$ cat src/sv/id_allocator_free_list_core_assert.svh
// assertion macros for the id allocator
// used by the controller and the top level
`ifndef ID_ALLOCATOR_FREE_LIST_CORE_ASSERT_SVH
`define ID_ALLOCATOR_FREE_LIST_CORE_ASSERT_SVH

// a condition that must hold in every cycle
`define IDA_ASSERT_IMP(label, c, a, e) \
  label: assert property (@(posedge c) disable iff (e) (a)) else $error("check failed");

// a condition that implies another in the next cycle
`define IDA_ASSERT_NEXT(label, c, x, y, e) \
  label: assert property (@(posedge c) disable iff (e) (x) |=> (y)) else $error("check failed");

`endif

$ cat src/sv/ida_pkg.sv
// shared types and constants for the id allocator
// no dependencies
package ida_pkg;

  localparam int MAX_IDS = 1024;
  localparam int IW = $clog2(MAX_IDS);
  localparam logic [IW-1:0] ID_TOP = IW'(MAX_IDS - 1);

  localparam logic [2:0] CMD_TAKE    = 3'd0;
  localparam logic [2:0] CMD_FREE    = 3'd1;
  localparam logic [2:0] CMD_RESERVE = 3'd2;
  localparam logic [2:0] CMD_CHECK   = 3'd3;
  localparam logic [2:0] CMD_NEXT    = 3'd4;

  localparam logic [1:0] ST_OK    = 2'd0;
  localparam logic [1:0] ST_EXH   = 2'd1;
  localparam logic [1:0] ST_RANGE = 2'd2;
  localparam logic [1:0] ST_SAME  = 2'd3;

  // memory selectors
  localparam logic [1:0] MEM_FWD  = 2'd0;
  localparam logic [1:0] MEM_BWD  = 2'd1;
  localparam logic [1:0] MEM_FREE = 2'd2;

  typedef struct packed {
    logic [2:0]  command;
    logic [9:0]  id_in;
  } req_t;

  typedef struct packed {
    logic [9:0] id_out;
    logic [1:0] status;
    logic       id_is_free;
    logic [9:0] taken_count;
  } rsp_t;

  // controller to datapath
  typedef struct packed {
    logic          rd_en;
    logic [IW-1:0] rd_addr;
    logic          wr_en;
    logic [1:0]    wr_sel;
    logic [IW-1:0] wr_addr;
    logic [IW-1:0] wr_data;
  } mem_cmd_t;

  // datapath to controller: registered read data of all three arrays
  typedef struct packed {
    logic [IW-1:0] fwd;
    logic [IW-1:0] bwd;
    logic          free;
  } mem_rsp_t;

endpackage

$ cat src/sv/ida_ctrl.sv
// sequencer of the id allocator: list registers and command steps
// depends on ida_pkg and the assertion header
`include "id_allocator_free_list_core_assert.svh"
module ida_ctrl (
  input  logic              clk,
  input  logic              rst,
  input  logic              start,
  output logic              busy,
  input  ida_pkg::req_t     req,
  input  logic              max_id_wr,
  input  logic [9:0]        max_id_data,
  output ida_pkg::mem_cmd_t mcmd,
  input  ida_pkg::mem_rsp_t mrsp,
  output logic              done,
  output ida_pkg::rsp_t     result
);

  localparam int IW = ida_pkg::IW;

  localparam logic [3:0] S_IDLE  = 4'd0;
  localparam logic [3:0] S_RD    = 4'd1;  // read entry id, wait
  localparam logic [3:0] S_EVAL  = 4'd2;  // read data valid
  localparam logic [3:0] S_UNL1  = 4'd3;  // fwd[p] <= n
  localparam logic [3:0] S_UNL2  = 4'd4;  // bwd[n] <= p
  localparam logic [3:0] S_APP1  = 4'd5;  // free flag of id
  localparam logic [3:0] S_APP2  = 4'd6;  // bwd[id]
  localparam logic [3:0] S_APP3  = 4'd7;  // fwd[tail], or bwd[head] on a free push
  localparam logic [3:0] S_APP4  = 4'd8;  // fwd[id]
  localparam logic [3:0] S_FILL1 = 4'd9;  // free flag of i
  localparam logic [3:0] S_FILL2 = 4'd10; // bwd[i]
  localparam logic [3:0] S_FILL3 = 4'd11; // fwd[i]
  localparam logic [3:0] S_FLNK  = 4'd12; // fwd[free_tail] <= first
  localparam logic [3:0] S_RD2   = 4'd13; // reread id after fill
  localparam logic [3:0] S_DONE  = 4'd14;

  logic [3:0]    state, state_next;
  logic [9:0]    max_id;
  logic [IW-1:0] high_water, free_head, free_tail, taken_head, taken_tail;
  logic [IW:0]   free_total;
  logic [2:0]    cmd;
  logic [9:0]    idr;
  logic [IW-1:0] id, lp, ln, fi, first;
  logic          to_free;  // append target: 1 free push, 0 taken append
  logic [9:0]    r_id_out;
  logic [1:0]    r_status;
  logic          r_free;
  logic [IW-1:0] lim;
  logic          taken_now, in_mem;

  assign lim = (max_id > 10'(ida_pkg::ID_TOP)) ? ida_pkg::ID_TOP : IW'(max_id);
  assign in_mem = ({1'b0, idr} < 11'(ida_pkg::MAX_IDS));
  assign taken_now = (idr != 10'd0) && in_mem && (IW'(idr) <= high_water) && !mrsp.free;
  assign busy = (state != S_IDLE);

  always_ff @(posedge clk) begin
    if (rst) begin
      state <= S_IDLE;
      max_id <= 10'd1023;
    end else begin
      state <= state_next;
      if (max_id_wr) max_id <= max_id_data;
    end
  end

  // next state
  always_comb begin
    state_next = state;
    case (state)
      S_IDLE: if (start) state_next = S_RD;
      S_RD:   state_next = S_EVAL;
      S_EVAL: begin
        state_next = S_DONE;
        case (cmd)
          ida_pkg::CMD_TAKE: begin
            if (free_total != '0 && free_head != '0) state_next = S_UNL1;
            else if (high_water < lim) state_next = S_APP1;
          end
          ida_pkg::CMD_FREE:
            if (idr != 10'd0 && in_mem && taken_now) state_next = S_UNL1;
          ida_pkg::CMD_RESERVE:
            if (idr != 10'd0 && IW'(idr) <= lim && in_mem && !taken_now) begin
              if (IW'(idr) > high_water) state_next = S_FILL1;
              else state_next = S_UNL1;
            end
          default: ;
        endcase
      end
      S_UNL1: state_next = S_UNL2;
      S_UNL2: state_next = S_APP1;
      S_APP1: state_next = S_APP2;
      S_APP2: state_next = S_APP3;
      S_APP3: state_next = S_APP4;
      S_APP4: state_next = S_DONE;
      S_FILL1: state_next = S_FILL2;
      S_FILL2: state_next = S_FILL3;
      S_FILL3: state_next = (fi == id) ? S_FLNK : S_FILL1;
      S_FLNK: state_next = S_RD2;
      S_RD2:  state_next = S_EVAL;
      S_DONE: state_next = S_IDLE;
      default: state_next = S_IDLE;
    endcase
  end

  // memory commands
  always_comb begin
    mcmd = '0;
    mcmd.rd_addr = id;
    case (state)
      S_RD, S_RD2: mcmd.rd_en = 1'b1;
      S_UNL1: begin
        mcmd.wr_en = (lp != '0); mcmd.wr_sel = ida_pkg::MEM_FWD;
        mcmd.wr_addr = lp; mcmd.wr_data = ln;
      end
      S_UNL2: begin
        mcmd.wr_en = (ln != '0); mcmd.wr_sel = ida_pkg::MEM_BWD;
        mcmd.wr_addr = ln; mcmd.wr_data = lp;
      end
      S_APP1: begin
        mcmd.wr_en = 1'b1; mcmd.wr_sel = ida_pkg::MEM_FREE;
        mcmd.wr_addr = id; mcmd.wr_data = IW'(to_free);
      end
      S_APP2: begin
        mcmd.wr_en = 1'b1; mcmd.wr_sel = ida_pkg::MEM_BWD; mcmd.wr_addr = id;
        mcmd.wr_data = to_free ? '0 : taken_tail;
      end
      S_APP3: begin
        // free push links the old head back; taken append links the old tail on
        mcmd.wr_en = to_free ? (free_head != '0) : (taken_tail != '0);
        mcmd.wr_sel = to_free ? ida_pkg::MEM_BWD : ida_pkg::MEM_FWD;
        mcmd.wr_addr = to_free ? free_head : taken_tail;
        mcmd.wr_data = id;
      end
      S_APP4: begin
        mcmd.wr_en = 1'b1; mcmd.wr_sel = ida_pkg::MEM_FWD; mcmd.wr_addr = id;
        mcmd.wr_data = to_free ? free_head : '0;
      end
      S_FILL1: begin
        mcmd.wr_en = 1'b1; mcmd.wr_sel = ida_pkg::MEM_FREE;
        mcmd.wr_addr = fi; mcmd.wr_data = IW'(1);
      end
      S_FILL2: begin
        mcmd.wr_en = 1'b1; mcmd.wr_sel = ida_pkg::MEM_BWD; mcmd.wr_addr = fi;
        mcmd.wr_data = (fi == first) ? free_tail : fi - IW'(1);
      end
      S_FILL3: begin
        mcmd.wr_en = 1'b1; mcmd.wr_sel = ida_pkg::MEM_FWD; mcmd.wr_addr = fi;
        mcmd.wr_data = (fi == id) ? '0 : fi + IW'(1);
      end
      S_FLNK: begin
        mcmd.wr_en = (free_tail != '0); mcmd.wr_sel = ida_pkg::MEM_FWD;
        mcmd.wr_addr = free_tail; mcmd.wr_data = first;
      end
      default: ;
    endcase
  end

  // list registers and per command bookkeeping
  always_ff @(posedge clk) begin
    if (rst) begin
      high_water <= '0; free_head <= '0; free_tail <= '0;
      taken_head <= '0; taken_tail <= '0; free_total <= '0;
      done <= 1'b0;
    end else begin
      done <= 1'b0;
      case (state)
        S_IDLE: if (start) begin
          cmd <= req.command; idr <= req.id_in;
          // take reads the links of the free head
          id <= (req.command == ida_pkg::CMD_TAKE) ? free_head : IW'(req.id_in);
          r_id_out <= '0; r_status <= ida_pkg::ST_OK; r_free <= 1'b0;
        end
        S_EVAL: begin
          lp <= mrsp.bwd; ln <= mrsp.fwd;
          case (cmd)
            ida_pkg::CMD_TAKE: begin
              if (free_total != '0 && free_head != '0) begin
                id <= free_head; to_free <= 1'b0;
                r_id_out <= 10'(free_head);
              end else if (high_water < lim) begin
                id <= high_water + IW'(1); to_free <= 1'b0;
                high_water <= high_water + IW'(1);
                r_id_out <= 10'(high_water + IW'(1));
              end else r_status <= ida_pkg::ST_EXH;
            end
            ida_pkg::CMD_FREE: begin
              to_free <= 1'b1;
              if (idr == 10'd0 || !in_mem) r_status <= ida_pkg::ST_RANGE;
              else if (!taken_now) r_status <= ida_pkg::ST_SAME;
            end
            ida_pkg::CMD_RESERVE: begin
              to_free <= 1'b0;
              first <= high_water + IW'(1); fi <= high_water + IW'(1);
              if (idr == 10'd0 || IW'(idr) > lim || !in_mem) r_status <= ida_pkg::ST_RANGE;
              else if (taken_now) r_status <= ida_pkg::ST_SAME;
            end
            ida_pkg::CMD_CHECK: begin
              if (idr == 10'd0 || IW'(idr) > lim || !in_mem) r_status <= ida_pkg::ST_RANGE;
              r_free <= (idr != 10'd0) && in_mem && !taken_now;
            end
            ida_pkg::CMD_NEXT: begin
              if (idr == 10'd0) r_id_out <= 10'(taken_head);
              else if (taken_now) r_id_out <= 10'(mrsp.fwd);
              else r_status <= ida_pkg::ST_RANGE;
            end
            default: ;
          endcase
        end
        S_UNL2: begin
          // head and tail updates of the list being unlinked
          if (cmd == ida_pkg::CMD_FREE) begin
            if (id == taken_head) taken_head <= ln;
            if (id == taken_tail) taken_tail <= lp;
          end else begin
            if (id == free_head) free_head <= ln;
            if (id == free_tail) free_tail <= lp;
            free_total <= free_total - (IW+1)'(1);
          end
        end
        S_APP4: begin
          if (to_free) begin
            if (free_head == '0) free_tail <= id;
            free_head <= id;
            free_total <= free_total + (IW+1)'(1);
          end else begin
            if (taken_tail == '0) taken_head <= id;
            taken_tail <= id;
          end
        end
        S_FILL3: fi <= fi + IW'(1);
        S_FLNK: begin
          if (free_tail == '0) free_head <= first;
          free_tail <= id;
          free_total <= free_total + (IW+1)'(id - high_water);
          high_water <= id;
        end
        S_DONE: done <= 1'b1;
        default: ;
      endcase
    end
  end

  always_ff @(posedge clk) begin
    if (state == S_DONE) begin
      result.id_out <= r_id_out;
      result.status <= r_status;
      result.id_is_free <= r_free;
      result.taken_count <= 10'(high_water - IW'(free_total));
    end
  end

  `IDA_ASSERT_IMP(a_free_bound, clk, ({1'b0, high_water} >= free_total), rst)
  `IDA_ASSERT_NEXT(a_done_once, clk, done, !done, rst)
  `IDA_ASSERT_NEXT(a_done_after, clk, (state == S_DONE), done, rst)
  `IDA_ASSERT_IMP(a_hw_lim, clk, !(state == S_FILL1) || (fi <= id), rst)

endmodule

$ cat config.mk
export PLATFORM = sky130hd
export DESIGN_NAME = ida_ctrl
export DESIGN_NICKNAME = d
export VERILOG_FILES = /design/src/sv/ida_pkg.sv /design/src/sv/ida_ctrl.sv
export VERILOG_INCLUDE_DIRS = /design/src /design/src/sv
export SDC_FILE = /design/constraint.sdc
export NUM_CORES = 1
export LEC_CHECK = 0
export ABC_AREA = 1
export BUFFER_PORTS_ARGS = -buffer_cell sky130_fd_sc_hd__buf_4
export CAP_MARGIN = 10
export CORE_AREA = 2 2 175 177
export CTS_CLUSTER_SIZE = 20
export DETAILED_ROUTE_END_ITERATION = 8
export DIE_AREA = 0 0 177 179
export MAX_ROUTING_LAYER = met4
export PLACE_DENSITY = 0.65
export SYNTH_ARGS = -nofsm -noshare
export SYNTH_HDL_FRONTEND = slang
export SYNTH_SLANG_ARGS = --single-unit
$ cat constraint.sdc
create_clock -name clk -period 3.7 [get_ports clk]
set_input_delay 0.37 -clock clk [delete_from_list [all_inputs] [get_ports clk]]
set_output_delay 0.37 -clock clk [all_outputs]
set_load 0.005 [all_outputs]
# Word-level counts from Yosys, hierarchy flattened
# Cells that the tools add are included.
# totals
n_memories,0
latch_bits,0
mem_bits_rw,0
rom_bits,0
reg_bits,176
out_inout_bits,59
in_bits,48
word_cells,216
# classes
bitwise,1
mux,76
addsub,8
n_reduce_logical,47
div_mod_pow,0
n_lt_le_gt_ge,6
eq_ne,54
multipliers,0
shifts,0
# ops
operator,count
$mux W10,32
$pmux W23 S10,1
$pmux W10 S2,7
$eq A10 B10 Y1,6
$pmux W10 S3,2
$reduce_bool A10 Y1,6
$pmux W4 S13,1
$logic_not A10 Y1,4
$pmux W11 S3,1
$eq A4 B4 Y1 const B,7
$ne A2 B2 Y1 const B,14
$mux W4,6
$mux W11,2
$ne A3 B3 Y1 const B,7
$add A10 B1 Y10 const B,2
$gt A10 B10 Y1,2
$le A10 B10 Y1,2
$mux W2,10
$reduce_and A5 Y1,4
$eq A4 B3 Y1 const B,4
$ne A4 B4 Y1 const B,4
$reduce_and A4 Y1,4
$pmux W4 S3,1
$reduce_and A3 Y1,4
36 further kinds,59

# Longest topological paths before layout
# Gate-level depths: netlist (run 1).
# depth
depth_word,8
ltp_mapped,17
depth_no_buf,17

# Least setup slack after synthesis (run 1)
# Ideal clock, no wire load.
# synth_timing
path_type,register -> register
start,register high_water[4]
end,"register r_id_out[0], enable pin"
synth_period_minus_slack_ns,2.716
n_path_buf,0
arrival_time_ns,2.323
stages_incl_launch_ff,14
setup_ns,0.393
path_slack_ns,0.984
cell_sequence,dfxtp_1 inv_1 ha_1 nand2_1 inv_1 nand2_1 nand2_1 nand2_1 nand3_1 nand2_1 nand2_1 inv_1 nor3_1 a211oi_1
# synth_via
elab_chain_cells,5
# synth_lines
item,line,source
"start, declared",ida_ctrl.sv:38,"logic [IW-1:0] high_water, free_head, free_tail, taken_head, taken_tail;"
"start signal, assigned",ida_ctrl.sv:181,high_water <= high_water + IW'(1);
"start signal, assigned",ida_ctrl.sv:234,high_water <= id;
$le A10 B10 Y1,ida_ctrl.sv:52,assign taken_now = (idr != 10'd0) && in_mem && (IW'(idr) <= high_water) && !mrsp.free;
$logic_and A1 B1 Y1 (2 in a row),ida_ctrl.sv:52,
$ne A4 B4 Y1 (no line),--,
$reduce_and A6 Y1 (no line) (*),--,
"end signal, assigned",ida_ctrl.sv:178,r_id_out <= 10'(free_head);
"end signal, assigned",ida_ctrl.sv:182,r_id_out <= 10'(high_water + IW'(1));
"end signal, assigned",ida_ctrl.sv:201,if (idr == 10'd0) r_id_out <= 10'(taken_head);
"end, declared",ida_ctrl.sv:44,logic [9:0] r_id_out;
# Every way passes the cells marked *; elsewhere a longest branch is shown, timed or not.
# A chain may end at the register's enable or synchronous reset.

==> results of run 1 <==
stage by stage:
| step | cells | area [um2] | total power, mW | hold slack [ns] | util, % |
|---|---|---|---|---|---|
| after floorplan | 1652 | 12400 | 7.42 | 0.400 | - |
| after global placement | 2127 | 13600 | 9.63 | 0.421 | 45.5 |
| after detailed placement | 2127 | 13600 | 9.63 | 0.405 | 45.5 |
| after CTS | 2159 | 14200 | 11.5 | 0.0798 | 47.4 |
| after global routing | 2159 | 14200 | 12.4 | 0.0714 | 47.4 |
| final | 2159 | 14200 | 11.6 | 0.0884 | 47.4 |
path summary, 6_finish.rpt:
check,startpoint,to,cells past startpoint
worst max-delay path,state[3],mcmd[8],8
worst min-delay path,mrsp[9],lp[8],1
worst max register to register,id[0],free_total[8],14
worst min register to register,r_id_out[3],result[16],0
worst register-to-register path, delay by kind of cell, from the launching register on:
| kind | cells | cell delay [ns] |
|---|---|---|
| compound gates | 4 | 0.48 |
| fa+ha+maj | 3 | 0.96 |
| buf+inv | 5 | 0.75 |
| flops | 1 | 0.66 |
| simple gates | 2 | 0.15 |
power breakdown:
part,leakage (nW),total (mW),internal [mW],switching (mW)
clock network,0.278,1.82,0.899,0.921
registers,1.54,3.27,2.68,0.589
logic,4.26,6.54,2.23,4.31
cells by family after synthesis:
| group | Yosys count | synth area share [%] |
|---|---|---|
| simple gates | 620 | 21.8 |
| compound gates | 429 | 19.8 |
| buf+inv | 298 | 9.61 |
| flops | 176 | 36.6 |
| fa+ha+maj | 80 | 8.81 |
| xor+xnor | 49 | 3.47 |
final cells by class:
| cell class | count | area [um2] | area share [%] |
|---|---|---|---|
| Clock buffer | 18 | 429 | 3.02 |
| Clock inverter | 14 | 144 | 1.01 |
| Inverter | 232 | 871 | 6.12 |
| Multi-Input combinational cell | 1178 | 6670 | 46.9 |
| Sequential cell | 176 | 4520 | 31.8 |
| Tap cell | 396 | 495 | 3.48 |
| Timing Repair Buffer | 145 | 1090 | 7.65 |
cell usage after synthesis (all sizes together):
library cell	count
fa	12
nand3	77
nor4	19
a2111oi	9
o41ai	1
a41oi	2
o21ai	182
nor4b	1
or2	2
ha	68
nand2	260
xnor2	12
nand4	29
o32ai	1
and2	3
a211oi	18
a221oi	5
a21boi	1
clkinv	9
nand3b	1
o21a	2
nor2	192
a21oi	132
inv	223
o21bai	11
a21o	2
nor3	34
o211ai	18
clkbuf	33
o22ai	32
edfxtp	100
xor2	37
o31ai	4
buf	33
a311oi	1
dfxtp	76
o221ai	8
and3	2
routing by layer:
metal	wire length (um)	vias up	track usage [%]
li1	-	5831	-
met5	0	-	-
met3	4340	95	5.28
met2	21500	674	47.6
met4	1290	0	9.09
met1	21500	5968	44.3
==> out/metrics.csv, run 1 <==
stage,metric,value,unit
floorplanning,# rows,64,
global_route,largest net degree at the start of global routing,57,
place,Buffers on Ports,106,
clock_tree,setup bufs post-CTS,0,
route,Final ANT Viol Nets,0,
min_path,worst min path class,in2reg,
critical_path,crit path cell chain,nand2_1 -> inv_1 -> nand2_1 -> buf_4 -> nor2_1 -> nor4_1 -> nand3_1 -> buf_4,
floorplanning,core box area,30000,um2
logic_synthesis,number of unique standard cell types used by synthesis,54,
global_route,Total GRT Usage,31.8,%
logic_synthesis,Yosys top cell area share,24.3,%
critical_path,data arrival time of the worst path,2.96,ns
final_layout,Regs by FF count,"result x23, free_total x11",
logic_synthesis,Synth area leader,edfxtp_1,
final_layout,layout cells sized above 1,11.8,%
route,Vias,12600,
sta,setup ws final,0.366,ns
critical_path,Top delay family on crit path,simple AND/OR/NAND/NOR gates,
sta,Final Slew Violations,0,
sta,worst-margin pin slew,1.11,ns
floorplanning,initial core utilization,41.2,%
critical_path,CP max FO,14,
critical_path,max incr delay on CP,0.72,ns
clock_tree,CTS Buf Count,17,
floorplanning,die height,179,um
final_layout,"commonest non-fill, non-tap cell in the layout",nand2_1,
route,Via density,5.82,
logic_synthesis,largest cells by area after synthesis,"edfxtp_1 (24%), dfxtp_1 (12%), nand2_1 (7.8%)",
clock_tree,CTS Root Cell,clkbuf_16,
global_route,number of antenna violations at the first check in global routing,0,
critical_path,CP max stage cell,nor4_1,
critical_path,WP buf/inv,3,
clock_tree,Clock Latency Late Sink,0.46,ns
logic_synthesis,synthesized cell area,12400,um2
sta,final worst path period share,90.1,%
clock_tree,CTS tree,done,
sta,Worst slew margin,25.9,%
final_layout,# diodes,0,
global_route,first-pass GRT wire length,72.6,mm
final_layout,nets,1878,
final_layout,"commonest non-fill, non-tap cells in the layout","nand2_1 (256), inv_1 (213), nor2_1 (182)",
route,wire per inst,22.5,um
clock_tree,"Reg clk slew, reported paths",0.08,ns
critical_path,Reg2Reg Setup Slack,0.61,ns
route,number of DRC markers in iteration 0,1464,
sta,RSZ-0062 raised after global routing,false,
floorplanning,top-level I/O count,107,
clock_tree,Max Buffers Root-to-Sink,2,
final_layout,Syn-to-layout area delta,14.9,%
pwr,Max VDD drop,0.376,mV
logic_synthesis,Avg Inst Size Synth,7.49,um2
place,Setup WS pre-CTS,0.717,ns
pwr,Leakage,6.08,nW
sta,Fmax,300,MHz
critical_path,Crit Path Class,reg2out,
logic_synthesis,"Net Count, Synth",1780,
flow_run,Max-cap violations,0,
outcome,status,completed,
floorplanning,Die Wd,177,um
global_route,number of global-route vias before repair,11500,
critical_path,Worst EP required,3.33,ns
logic_synthesis,"FF+latch count, synth",176,
logic_synthesis,"Seq/Total Area, Yosys",36.6,%
route,1st-pass router iterations,6,
sta,# setup viols final,0,
pwr,P per Cell Area,818,nW/um2
critical_path,critical path launch point type,flip-flop,
critical_path,CP Capture Type,primary output,
route,Post-route DRC,0,
final_layout,Filler cells,3027,
route,final wirelength,48.7,mm
logic_synthesis,Cells after Synth,1652,
clock_tree,CTS Sinks,176,
sta,minimum clock period,3.33,ns
place,gpl congestion,1.02,
sta,setup_tns,0,ns
logic_synthesis,yosys warns,0,
final_layout,max FFs per register,23,
final_layout,Reg with most FFs,result,
sta,clk_skew,0.0135,ns
clock_tree,"Gates resized, CTS repair",0,
floorplanning,die area,31700,um2
clock_tree,"Hold-fix buffers, CTS",0,
global_route,grt total ovfl,0,
clock_tree,CTS H-tree lvls,4,
sta,final hold vios,0,
place,half-perimeter wire length after placement,37.8,mm
Note: power is estimated with default switching activity, not from simulation.
==> inputs of run 2 (changes only) <==
--- a/config.mk
+++ b/config.mk
@@ -14,7 +14,8 @@
 export DETAILED_ROUTE_END_ITERATION = 8
 export DIE_AREA = 0 0 177 179
 export MAX_ROUTING_LAYER = met4
-export PLACE_DENSITY = 0.65
+export PLACE_DENSITY = 0.67
+export SLEW_MARGIN = 20
 export SYNTH_ARGS = -nofsm -noshare
 export SYNTH_HDL_FRONTEND = slang
 export SYNTH_SLANG_ARGS = --single-unit
==> constraint.sdc (replaced) <==
create_clock -name clk -period 3 [get_ports clk]
set_input_delay 0.3 -clock clk [delete_from_list [all_inputs] [get_ports clk]]
set_output_delay 0.3 -clock clk [all_outputs]
set_load 0.005 [all_outputs]
==> run 2 against run 1 <==
Compared with the run above: non-clock buffer count increased by 37; register-to-register slack got worse by 0.33 ns; first-iteration DRC count increased by 27%; die area unchanged; global-route usage increased by 1.1 points; largest cell class unchanged; worst setup slack got worse by 0.32 ns.
==> out/metrics.csv, run 2 (synthesized netlist as in run 1, its figures left out) <==
stage,metric,value,unit,change
place,half-perimeter wire length after placement,39.3,mm,+4.0%
route,1st-pass router iterations,6,,unchanged
outcome,status,completed,,
route,final wirelength,50.8,mm,+4.4%
final_layout,Syn-to-layout area delta,17.8,%,
critical_path,Critical R2R Launch,state[0],,
final_layout,post-route cell area,14600,um2,+2.6%
clock_tree,CTS H-tree lvls,4,,unchanged
pwr,P per Cell Area,1020,nW/um2,+25%
final_layout,Regs by FF count,"result x23, free_total x11",,
sta,Worst slew margin,47.1,%,+21 points
global_route,first-pass GRT wire length,74.9,mm,+3.2%
clock_tree,Clock Latency Late Sink,0.46,ns,about the same
pwr,Max VDD drop,0.559,mV,+49%
critical_path,critical path launch point type,flip-flop,,
final_layout,Reg with most FFs,result,,
route,wire per inst,23.1,um,+2.6%
critical_path,worst r2r path cells,8,,-6
global_route,number of global-route vias before repair,11800,,+2.0%
critical_path,CP Capture Type,primary output,,
final_layout,Filler cells,2976,,-1.7%
global_route,grt total ovfl,0,,unchanged
sta,# setup viols final,0,,unchanged
place,gpl congestion,1.03,,+1.2%
route,Vias,13000,,+3.3%
critical_path,Critical Path Start,state[1],,
final_layout,layout cells sized above 1,14.3,%,+2.5 points
sta,RSZ-0062 raised after global routing,false,,
global_route,number of antenna violations at the first check in global routing,0,,unchanged
critical_path,data arrival time of the worst path,2.66,ns,-0.30 ns
pwr,Leakage,6.28,nW,+3.3%
floorplanning,core box area,30000,um2,unchanged
final_layout,"commonest non-fill, non-tap cells in the layout","nand2_1 (254), inv_1 (211), nor2_1 (182), buf_4 (182), o21ai_0 (178)",,
min_path,worst min path class,in2reg,,
place,Post-DP Area,13900,um2,+1.8%
route,Post-route DRC,0,,unchanged
critical_path,end point of the critical path,mcmd[18],,
clock_tree,CTS tree,done,,
floorplanning,die area,31700,um2,unchanged
route,Final ANT Viol Nets,0,,unchanged
critical_path,CP max FO,11,,-3
clock_tree,"Reg clk slew, reported paths",0.08,ns,about the same
critical_path,Reg2Reg Capture Point,free_head[9],,
clock_tree,Max Buffers Root-to-Sink,2,,unchanged
floorplanning,top-level I/O count,107,,unchanged
critical_path,Crit Path Class,reg2out,,
sta,worst-margin pin slew,0.793,ns,-0.314 ns
critical_path,Reg2Reg Setup Slack,0.28,ns,-0.33 ns
floorplanning,die height,179,um,unchanged
final_layout,nets,1915,,+2.0%
floorplanning,Die Wd,177,um,unchanged
route,number of DRC markers in iteration 0,1863,,+27%
clock_tree,CTS Root Cell,clkbuf_16,,
sta,minimum clock period,2.96,ns,
sta,final worst path period share,98.6,%,
sta,final hold vios,0,,unchanged
global_route,Total GRT Usage,32.9,%,+1.1 points
clock_tree,CTS Sinks,176,,unchanged
floorplanning,# rows,64,,unchanged
sta,setup_tns,0,ns,unchanged
final_layout,max FFs per register,23,,unchanged
critical_path,Worst EP required,2.70,ns,-0.63 ns
sta,Final Slew Violations,0,,unchanged
route,Via density,5.91,,+1.5%
place,Buffers on Ports,106,,unchanged
final_layout,"commonest non-fill, non-tap cell in the layout",nand2_1,,
sta,Fmax,338,MHz,
flow_run,Max-cap violations,0,,unchanged
clock_tree,CTS Buf Count,17,,unchanged
sta,clk_skew,0.0120,ns,-0.00152 ns
global_route,largest net degree at the start of global routing,55,,-3.5%
floorplanning,initial core utilization,41.2,%,unchanged
==> run 2: stage by stage <==
step	cells	total power [mW]	util (%)	hold slack (ns)	setup slack (ns)
2_1_floorplan	1652	9.15	-	0.399	0.284
3_3_place_gp	2159	12.2	46.3	0.433	0.338
3_5_place_dp	2159	12.2	46.3	0.405	0.334
4_1_cts	2191	14.6	48.3	0.00279	0.0747
5_1_grt	2196	15.8	48.6	0.00142	0.0126
6_report	2197	14.9	48.6	0.0107	0.0421
==> run 2: worst min-delay path by stage <==
stage | start | endpoint | slack, ns | cells after the start
6_report | mrsp[6] | lp[5] | 0.01 | 1
5_1_grt | mrsp[10] | lp[9] | 0.001 | 1
4_1_cts | mrsp[6] | lp[5] | 0.003 | 1
3_5_place_dp | r_status[0] | result[11] | 0.40 | 0
3_3_place_gp | r_id_out[1] | result[14] | 0.43 | 0
2_1_floorplan | req[10] | cmd[0] | 0.40 | 0
==> run 2: what timing repair did <==
item / in CTS / in global routing
endpoints found under the hold margin: 0 / 0
endpoints found under the setup margin: 3 / 16
setup buffers: 0 / 5
hold buffers: 0 / 0
resized for setup: 5 / 12
cloned: 0 / 0
==> run 2: power by group <==
part / switching [mW] / leakage [nW] / total, mW / internal [mW]
Sequential: 0.634 / 1.54 / 3.93 / 3.30
Clock: 1.15 / 0.284 / 2.33 / 1.19
Combinational: 5.62 / 4.46 / 8.59 / 2.97
Total: 7.40 / 6.28 / 14.9 / 7.45
==> run 2: area by class of cell <==
class	instances	area (um2)	area share [%]
Multi-Input combinational cell	1178	6710	46.0
Clock buffer	17	425	2.92
Antenna cell	1	2.50	0.0172
Inverter	232	890	6.10
Timing Repair Buffer	182	1370	9.37
Clock inverter	15	173	1.18
Tap cell	396	495	3.40
Sequential cell	176	4520	31.0
==> run 2: critical path, cell delays in order, from the launching register on <==
cell and delay (ns):
dfxtp_1 0.44, inv_1 0.08, nor2_1 0.19, nand2_1 0.36
nand3_1 0.25, inv_1 0.22, o21ai_0 0.45, buf_4 0.19
==> run 2: metal layers <==
metal	vias up	global-route usage, %	wire (um)
met5	-	-	0
met4	0	10.2	1680
met3	109	5.87	5200
met2	824	47.7	21500
met1	6132	46.6	22400
li1	5917	-	-
